===== src/wtsa_pkg.sv =====
package wtsa_pkg;

    localparam int WEIGHT_W  = 8;
    localparam int TOKEN_W   = 8;
    localparam int DEFICIT_W = 10;
    localparam int TOTAL_W   = 10;
    localparam int SUM_W     = 17;
    localparam int CNT_W     = 5;
    localparam int NUM_REQ   = 3;
    localparam int ADDR_W    = 4;

    // Register index, taken from paddr[3:2]
    typedef enum logic [1:0] {
        REG_FIRST_WEIGHT  = 2'd0,
        REG_SECOND_WEIGHT = 2'd1,
        REG_THIRD_WEIGHT  = 2'd2,
        REG_LOAD_BUDGET   = 2'd3
    } reg_idx_t;

    localparam logic [WEIGHT_W-1:0] WEIGHT_RESET = 8'd1;
    localparam logic [WEIGHT_W-1:0] BUDGET_RESET = 8'd4;
    localparam logic [TOKEN_W-1:0]  TOKEN_MAX    = 8'hFF;
    localparam logic [CNT_W-1:0]    LAST_STEP    = 5'(SUM_W - 1);

    typedef struct packed {
        logic first_has_work;
        logic second_has_work;
        logic third_has_work;
    } req_t;

    typedef struct packed {
        logic [TOKEN_W-1:0] first_tokens;
        logic [TOKEN_W-1:0] second_tokens;
        logic [TOKEN_W-1:0] third_tokens;
        logic               nothing_pending;
    } grant_t;

endpackage


===== src/weighted_token_share_allocator.sv =====
// An idle tick (no active weight) goes straight to the finish state once accepted;
// otherwise each requester is loaded in turn and, if active, divided and stored.
// No new tick is taken until the previous grant is registered; the work is done by the
// single shared 17-step restoring divider that serves the requesters in turn.
// Reset: weights go to 1, load budget to 4, all deficits to zero, block idle.
module weighted_token_share_allocator
    import wtsa_pkg::*;
(
    input  logic              clk,
    input  logic              rst_n,
    // tick channel
    input  logic              req_valid,
    output logic              req_stall,
    input  req_t              req,
    // grant channel
    output logic              grant_valid,
    input  logic              grant_stall,
    output grant_t            grant,
    // configuration port
    input  logic              psel,
    input  logic              penable,
    input  logic              pwrite,
    input  logic [ADDR_W-1:0] paddr,
    input  logic [31:0]       pwdata,
    output logic [31:0]       prdata,
    output logic              pready
);

    typedef enum logic [2:0] {
        ST_IDLE,
        ST_LOAD,
        ST_DIVIDE,
        ST_STORE,
        ST_FINISH
    } state_t;

    state_t                 state_reg, state_next;
    logic [1:0]             idx_reg, idx_next;
    logic [NUM_REQ-1:0]     act_reg, act_next;
    logic [TOTAL_W-1:0]     total_reg, total_next;
    logic [DEFICIT_W-1:0]   rem_reg, rem_next;
    logic [SUM_W-1:0]       quo_reg, quo_next;
    logic [CNT_W-1:0]       cnt_reg, cnt_next;
    logic                   idle_tick_reg, idle_tick_next;
    logic [DEFICIT_W-1:0]   deficit_reg [NUM_REQ];
    logic [DEFICIT_W-1:0]   deficit_next [NUM_REQ];
    logic [TOKEN_W-1:0]     tok_reg [NUM_REQ];
    logic [TOKEN_W-1:0]     tok_next [NUM_REQ];
    logic [WEIGHT_W-1:0]    weight_reg [NUM_REQ];
    logic [WEIGHT_W-1:0]    weight_next [NUM_REQ];
    logic [WEIGHT_W-1:0]    budget_reg, budget_next;
    grant_t                 grant_reg, grant_next;
    logic                   grant_valid_reg, grant_valid_next;

    logic                   cfg_we;
    reg_idx_t               cfg_idx;
    logic                   accept;
    logic [TOTAL_W-1:0]     in_total;
    logic [2*WEIGHT_W-1:0]  product;
    logic [SUM_W-1:0]       load_sum;
    logic [DEFICIT_W:0]     trial;
    logic [DEFICIT_W:0]     diff;
    logic                   trial_ge;
    logic [TOKEN_W-1:0]     sat_tokens;

    assign cfg_we  = psel && penable && pwrite;
    assign cfg_idx = reg_idx_t'(paddr[3:2]);
    assign pready  = 1'b1;

    // Read back the addressed register
    always_comb
    begin
        unique case (cfg_idx)
            REG_FIRST_WEIGHT:  prdata = {24'd0, weight_reg[0]};
            REG_SECOND_WEIGHT: prdata = {24'd0, weight_reg[1]};
            REG_THIRD_WEIGHT:  prdata = {24'd0, weight_reg[2]};
            REG_LOAD_BUDGET:   prdata = {24'd0, budget_reg};
            default:           prdata = 32'd0;
        endcase
    end

    assign req_stall   = (state_reg != ST_IDLE);
    assign accept      = req_valid && !req_stall;
    assign grant_valid = grant_valid_reg;
    assign grant       = grant_reg;

    // Total active weight of the incoming tick
    assign in_total = (req.first_has_work  ? TOTAL_W'(weight_reg[0]) : '0)
                    + (req.second_has_work ? TOTAL_W'(weight_reg[1]) : '0)
                    + (req.third_has_work  ? TOTAL_W'(weight_reg[2]) : '0);

    // Deficit plus this tick's share for the selected requester
    assign product  = weight_reg[idx_reg] * budget_reg;
    assign load_sum = SUM_W'(deficit_reg[idx_reg]) + SUM_W'(product);

    // One restoring division step
    assign trial    = {rem_reg, quo_reg[SUM_W-1]};
    assign trial_ge = (trial >= {1'b0, total_reg});
    assign diff     = trial - {1'b0, total_reg};

    // Clamp the quotient to the token range
    assign sat_tokens = (|quo_reg[SUM_W-1:TOKEN_W]) ? TOKEN_MAX : quo_reg[TOKEN_W-1:0];

    // Sequencer and register next values
    always_comb
    begin
        state_next       = state_reg;
        idx_next         = idx_reg;
        act_next         = act_reg;
        total_next       = total_reg;
        rem_next         = rem_reg;
        quo_next         = quo_reg;
        cnt_next         = cnt_reg;
        idle_tick_next   = idle_tick_reg;
        deficit_next     = deficit_reg;
        tok_next         = tok_reg;
        weight_next      = weight_reg;
        budget_next      = budget_reg;
        grant_next       = grant_reg;
        grant_valid_next = grant_valid_reg;

        // drop the grant once taken
        if (grant_valid_reg && !grant_stall)
        begin
            grant_valid_next = 1'b0;
        end

        // configuration writes also clear the deficits
        if (cfg_we)
        begin
            unique case (cfg_idx)
                REG_FIRST_WEIGHT:  weight_next[0] = pwdata[WEIGHT_W-1:0];
                REG_SECOND_WEIGHT: weight_next[1] = pwdata[WEIGHT_W-1:0];
                REG_THIRD_WEIGHT:  weight_next[2] = pwdata[WEIGHT_W-1:0];
                REG_LOAD_BUDGET:   budget_next    = pwdata[WEIGHT_W-1:0];
                default:           budget_next    = budget_reg;
            endcase
            for (int i = 0; i < NUM_REQ; i++)
            begin
                deficit_next[i] = '0;
            end
        end

        unique case (state_reg)
            ST_IDLE:
            begin
                if (accept)
                begin
                    act_next   = {req.third_has_work, req.second_has_work,
                                  req.first_has_work};
                    total_next = in_total;
                    idx_next   = 2'd0;
                    for (int i = 0; i < NUM_REQ; i++)
                    begin
                        tok_next[i] = '0;
                    end
                    if (in_total == '0)
                    begin
                        idle_tick_next = 1'b1;
                        state_next     = ST_FINISH;
                    end
                    else
                    begin
                        idle_tick_next = 1'b0;
                        state_next     = ST_LOAD;
                    end
                end
            end

            ST_LOAD:
            begin
                if (act_reg[idx_reg])
                begin
                    quo_next   = load_sum;
                    rem_next   = '0;
                    cnt_next   = '0;
                    state_next = ST_DIVIDE;
                end
                else
                begin
                    tok_next[idx_reg] = '0;
                    if (idx_reg == 2'(NUM_REQ - 1))
                    begin
                        state_next = ST_FINISH;
                    end
                    else
                    begin
                        idx_next = idx_reg + 2'd1;
                    end
                end
            end

            ST_DIVIDE:
            begin
                rem_next = trial_ge ? diff[DEFICIT_W-1:0] : trial[DEFICIT_W-1:0];
                quo_next = {quo_reg[SUM_W-2:0], trial_ge};
                cnt_next = cnt_reg + 5'd1;
                if (cnt_reg == LAST_STEP)
                begin
                    state_next = ST_STORE;
                end
            end

            ST_STORE:
            begin
                deficit_next[idx_reg] = rem_reg;
                tok_next[idx_reg]     = sat_tokens;
                if (idx_reg == 2'(NUM_REQ - 1))
                begin
                    state_next = ST_FINISH;
                end
                else
                begin
                    idx_next   = idx_reg + 2'd1;
                    state_next = ST_LOAD;
                end
            end

            ST_FINISH:
            begin
                // hold until the output register is free
                if (!grant_valid_reg || !grant_stall)
                begin
                    grant_next.first_tokens    = tok_reg[0];
                    grant_next.second_tokens   = tok_reg[1];
                    grant_next.third_tokens    = tok_reg[2];
                    grant_next.nothing_pending = idle_tick_reg;
                    grant_valid_next           = 1'b1;
                    state_next                 = ST_IDLE;
                end
            end

            default:
            begin
                state_next = ST_IDLE;
            end
        endcase
    end

    // State, datapath and output registers
    always_ff @(posedge clk or negedge rst_n)
    begin
        if (!rst_n)
        begin
            state_reg       <= ST_IDLE;
            idx_reg         <= '0;
            cnt_reg         <= '0;
            grant_valid_reg <= 1'b0;
            grant_reg       <= '0;
            weight_reg[0]   <= WEIGHT_RESET;
            weight_reg[1]   <= WEIGHT_RESET;
            weight_reg[2]   <= WEIGHT_RESET;
            budget_reg      <= BUDGET_RESET;
            for (int i = 0; i < NUM_REQ; i++)
            begin
                deficit_reg[i] <= '0;
            end
        end
        else
        begin
            state_reg       <= state_next;
            idx_reg         <= idx_next;
            cnt_reg         <= cnt_next;
            grant_valid_reg <= grant_valid_next;
            grant_reg       <= grant_next;
            weight_reg      <= weight_next;
            budget_reg      <= budget_next;
            deficit_reg     <= deficit_next;
        end
    end

    // Payload registers, no reset needed
    always_ff @(posedge clk)
    begin
        act_reg       <= act_next;
        total_reg     <= total_next;
        rem_reg       <= rem_next;
        quo_reg       <= quo_next;
        idle_tick_reg <= idle_tick_next;
        tok_reg       <= tok_next;
    end

    // An accepted tick always keeps the block busy for the next cycle
    a_busy_after_accept: assert property (@(posedge clk) disable iff (!rst_n)
        accept |=> req_stall)
        else $error("block ready right after accepting a tick");

    // Stored deficits stay below the largest possible total weight
    a_deficit_bound: assert property (@(posedge clk) disable iff (!rst_n)
        (deficit_reg[0] < 10'd765) && (deficit_reg[1] < 10'd765)
        && (deficit_reg[2] < 10'd765))
        else $error("deficit out of range");

    // The partial remainder never reaches the divisor
    a_rem_below_total: assert property (@(posedge clk) disable iff (!rst_n)
        (state_reg == ST_DIVIDE) |-> (rem_reg < total_reg))
        else $error("divider remainder not reduced");

    // An idle tick grants nothing
    a_idle_no_tokens: assert property (@(posedge clk) disable iff (!rst_n)
        (grant_valid && grant.nothing_pending) |->
        ((grant.first_tokens == '0) && (grant.second_tokens == '0)
         && (grant.third_tokens == '0)))
        else $error("tokens granted on an idle tick");

endmodule

===== config.mk =====
export PLATFORM = sky130hd
export DESIGN_NAME = weighted_token_share_allocator
export DESIGN_NICKNAME = d
export VERILOG_FILES = /design/src/wtsa_pkg.sv /design/src/weighted_token_share_allocator.sv
export SDC_FILE = /design/constraint.sdc
export NUM_CORES = 1
export LEC_CHECK = 0
export BUFFER_PORTS_ARGS = -buffer_cell sky130_fd_sc_hd__buf_2
export CAP_MARGIN = 20
export CORE_MARGIN = 1
export CORE_UTILIZATION = 40
export DETAILED_ROUTE_END_ITERATION = 16
export PLACE_DENSITY = 0.7
export SYNTH_ARGS = -nofsm -noshare
export SYNTH_HDL_FRONTEND = slang
export SYNTH_SLANG_ARGS = --single-unit

===== constraint.sdc =====
create_clock -name clk -period 13.05 [get_ports clk]
set_input_delay 3.915 -clock clk [delete_from_list [all_inputs] [get_ports clk]]
set_output_delay 3.915 -clock clk [all_outputs]
set_load 0.01 [all_outputs]

Word-level counts from Yosys, hierarchy flattened

Cells that the tools add are included.

Flip-flop bits (word level): 163
Bits in latches: 0
RAM bits: 0
ROM bits: 0
Input bits: 46
Logic and storage cells: 124
Memories: 0

$add $sub $neg: 6
$mul: 1
Divide/modulo/power cells: 0
Magnitude comparators: 4
Eq/ne operators: 15
Shift operators: 0
Muxes and demuxes: 47
Bitwise gates (word level): 3
Reductions and logical operators: 25

Operators with widths:

| cell             | number |
|---|---|
| $pmux 32 s4      | 1 |
| $pmux 24 s3      | 1 |
| $mux 30          | 2 |
| $mux 8           | 7 |
| $mux 10          | 5 |
| $mux 24          | 2 |
| $pmux 17 s2      | 1 |
| $bwmux 30        | 1 |
| $and 24x24->24   | 1 |
| $bwmux 24        | 1 |
| $not 24->24      | 1 |
| $mux 3           | 7 |
| $bmux 10 s2      | 1 |
| $demux 10 s2     | 1 |
| $pmux 10 s2      | 1 |
| $add 10x16->17   | 1 |
| $mux 17          | 1 |
| $bmux 8 s2       | 1 |
| $demux 8 s2      | 1 |
| $mul 8x8->16     | 1 |
| $pmux 3 s5       | 1 |
| $reduce_and 2->1 | 7 |
| $ge 11x10->1     | 1 |
| $add 9x8->10     | 1 |
| other kinds (33) | 53 |

Depth between registers and ports, before layout

Depth in word-level cells: 9
Depth in mapped cells: 21

Worst setup path before layout

No wires, ideal clock.

Kind: input -> output
Start point: in paddr[3]
End point: out prdata[3]
Data arrival time: 4,816 ps
Slack: 4,319 ps
Cell stages on the path: 2
Cells stage by stage: buf_1 > mux4_2

Longest elaborated chain between the ends: 2
Elaborated cells between the ends (all ways): 5
Classes of those cells: eq/ne: 3; mux: 1; reduce/logical: 1

Ends and longest elaborated chain:

| what                               | RTL line                             | RTL |
|---|---|---|
| start, declared                    | weighted_token_share_allocator.sv:23 | `input logic [ADDR_W-1:0] paddr,` |
| $eq 2x2->1 (tied with other cells) | weighted_token_share_allocator.sv:73 | `unique case (cfg_idx)` |
| $pmux 32 s4 *                      | weighted_token_share_allocator.sv:73 |  |
| end, declared                      | weighted_token_share_allocator.sv:25 | `output logic [31:0] prdata,` |

Mark *: on every way between the ends. The rest lies on a longest branch, timed or not. The select of a mux whose other input is x is not followed.

Worst setup path after layout

Start point: in paddr[2]
End point: out prdata[7]

The elaborated chain is that of the path after synthesis.

==> results.toml <==
[die]
start_util_pct = 40.62
std_cell_rows = 60
coreArea_mm2 = 0.02688
ios = 106
die_w_um = 167.2
die_area_mm2 = 0.02796
die_h_um = 167.2

[setup_path]
worst_r2r_startpoint = "idx_reg[1]"
path_class = "in2out"
ff2ff_setup_slack_ns = 7.15
r2r_cells = 18
critPathArrivalTime_ns = 4.94
path_max_fanout = 12
startpoint_type = "input pin"
end_kind = "primary output"
cp.required_ns = 9.13
reg2reg_to = "quo_reg[14]"

[detailed_routing]
postRouteAntennaNets = 0
drtIter0Drc = 506
vias = 7767
first_pass_iters = 7
route.detailed.drc = 0
wl_um = 23180
vias_per_cell = 5.241
post_drt_wl_per_cell_um = 15.64

[logic_synthesis]
avgSynthCellArea_um2 = 10.15
synth_seq_cells = 163
synth_edf_count = 65
synthCells = 1076
yosys.cell_types.count = 61
synth_ff_type = "dfrtp_1"
synth_warnings = 0
async_flop_share_pct = 60.12
synth_seq_area_share_pct = 40.39
syn-cell-area_mm2 = 0.01092

[final_layout]
fin_cells = 1482
n_antenna_cell = 0
largest_reg_flops = 30
area_growth_pct = 10.70
finish.net_count = 1292
drive_gt1_share_pct = 15.69

[timing]
fmax_mhz = 113.0
timing.final.crit_share_pct = 67.83
finalCriticalPeriod_ns = 8.852
setup_tns_ns = 0
setup_viol = 0
worstMarginPinSlew_ns = 1.034
drv_slew = 0
relSlewSlack_pct = 30.36
clock_skew_ns = 0.01288
timing_hold_violations_final = 0
rsz0062_at_grt = "false"

[clock_tree]
cts_sinks = 163
cts_setup_buffers = 0
hold_buffers = 0
numCtsBuffers = 17
clkLatencyLatePin_ns = 0.44
cts_resized = 0
tritoncts = "yes"
cts_buffer_depth = 2
clkTransAtPathRegs_ns = 0.07
clock-root-buffer = "clkbuf_16"
cts-htree-levels = 4

[power]
p_per_area_mw_per_mm2 = 280.3
intPower_mw = 1.904
ir_drop_mv = 0.1805
p_sw_share_pct = 43.79
p_leak_nw = 5.663
seq_power_share_pct = 29.3
combPwrFrac_pct = 56.0
switching_power_mw = 1.483
p_clk_share_pct = 14.8
power.total_mw = 3.387

[global_routing]
grt_overflow_total = 0
first_global_vias = 7462
grt_usage_pct = 17.06
grt_max_degree = 67
antenna_found_initial = 0
grt_pass1_wl_um = 37960

[status]
outcome = "finished clean"

[placement]
hpwlAfterDp_um = 17080
placement.io_buffers = 54
globalplace.congestion = 0.8231
dp.cells = 1449

[min_path]
hold-path-endpoint = "grant[0]"
hold_depth = 1
min_path_type = "reg2reg"
min_from = "idle_tick_reg"

[run]
drv_cap = 0
==> placed cells by master, fill, tap and decap left out, types with 46 or more instances in the layout <==
cell type and instances:
a21oi_1 46, nand3_1 51, fa_1 56, dfrtp_1 94, edfxtp_1 65, nand2_1 153, buf_2 53, nor2_1 60
inv_1 104, and2_1 60, mux2_2 58, ha_1 62
==> logic make-up after synthesis <==
group	Yosys count	synth area share [%]
AND/OR/NAND/NOR	379	16.40
flip-flops	163	40.39
buffers and inverters	159	6.395
AO/OA/AOI/OAI	141	7.484
adder cells (fa/ha/maj)	118	17.38
multiplexers	92	10.12
XOR/XNOR	22	1.765
other	2	0.06879
==> synth_stat cells (all sizes together) (4+ instances only) <==
cell type / count / area (um2)
a31oi: 4 / 40.04
mux4: 8 / 180.2
and2: 60 / 375.4
xor2: 13 / 113.9
buf: 35 / 232.7
mux2: 61 / 694.4
nor2: 62 / 235.2
fa: 56 / 1121
nand4: 4 / 25.02
nand2b: 9 / 56.30
ha: 62 / 775.7
dfstp: 4 / 105.1
mux2i: 23 / 230.2
dfrtp: 94 / 2352
nand3: 51 / 255.2
o21ai: 56 / 280.3
xnor2: 9 / 78.83
nor3: 12 / 70.07
o31ai: 4 / 30.03
o21a: 5 / 37.54
inv: 105 / 394.1
edfxtp: 65 / 1952
a21o: 4 / 30.03
and3: 6 / 37.54
nor2b: 5 / 31.28
a21oi: 47 / 235.2
nor3b: 4 / 35.03
nand2: 153 / 574.3
clkbuf: 19 / 71.32
==> power groups by stage <==
stage / clock (mW) / combinational (mW) / sequential, mW
2_1_floorplan: 0 / 1.46 / 0.958
3_3_place_gp: 0 / 1.83 / 0.988
3_5_place_dp: 0 / 1.89 / 0.998
4_1_cts: 0.507 / 1.91 / 0.989
5_1_grt: 0.525 / 2.17 / 1.02
6_report: 0.501 / 1.90 / 0.991
==> worst max-delay path: stages <==
cell	delay [ns]
buf_2	0.28
mux4_2	0.57
buf_2	0.16
==> cell type report <==
class / instances / area [um2]
timing repair buffer: 64 / 367.9
fill: 2497 / 14790
multi-input combinational: 777 / 5902
inverter: 105 / 394.1
clock inverter: 14 / 146.4
clock buffer: 18 / 439.2
sequential: 163 / 4409
tap: 341 / 426.7
==> worst max path at each step <==
stage               startpoint        end  slack (ns)
floorplan             paddr[3]  prdata[3]        4.32
global placement      paddr[2]  prdata[6]        4.21
detailed placement    paddr[2]  prdata[2]        4.21
CTS                   paddr[2]  prdata[2]        4.20
global route          paddr[2]  prdata[6]        4.15
finish                paddr[2]  prdata[7]        4.20
==> per-stage QoR <==
stage	setup WS (ns)	hold WS (ns)	instance area, um2	utilization, %
floorplan	4.319	0.4555	11000	-
global placement	4.208	0.4607	11470	42.69
finish	4.198	0.4795	12090	44.97
CTS	4.199	0.4823	12060	44.87
global route	4.153	0.5006	12090	44.97
detailed placement	4.208	0.4663	11470	42.69
==> routing by layer <==
| layer | vias up | wire (um) | track usage, % |
|---|---|---|---|
| met3 | 33 | 1351 | 3.403 |
| met1 | 3814 | 10690 | 23.38 |
| met2 | 229 | 10770 | 27.23 |
| met4 | 0 | 369 | 5.305 |
| met5 | - | 0 | 0 |
| li1 | 3691 | - | - |
(Power assumes the default switching activity.)
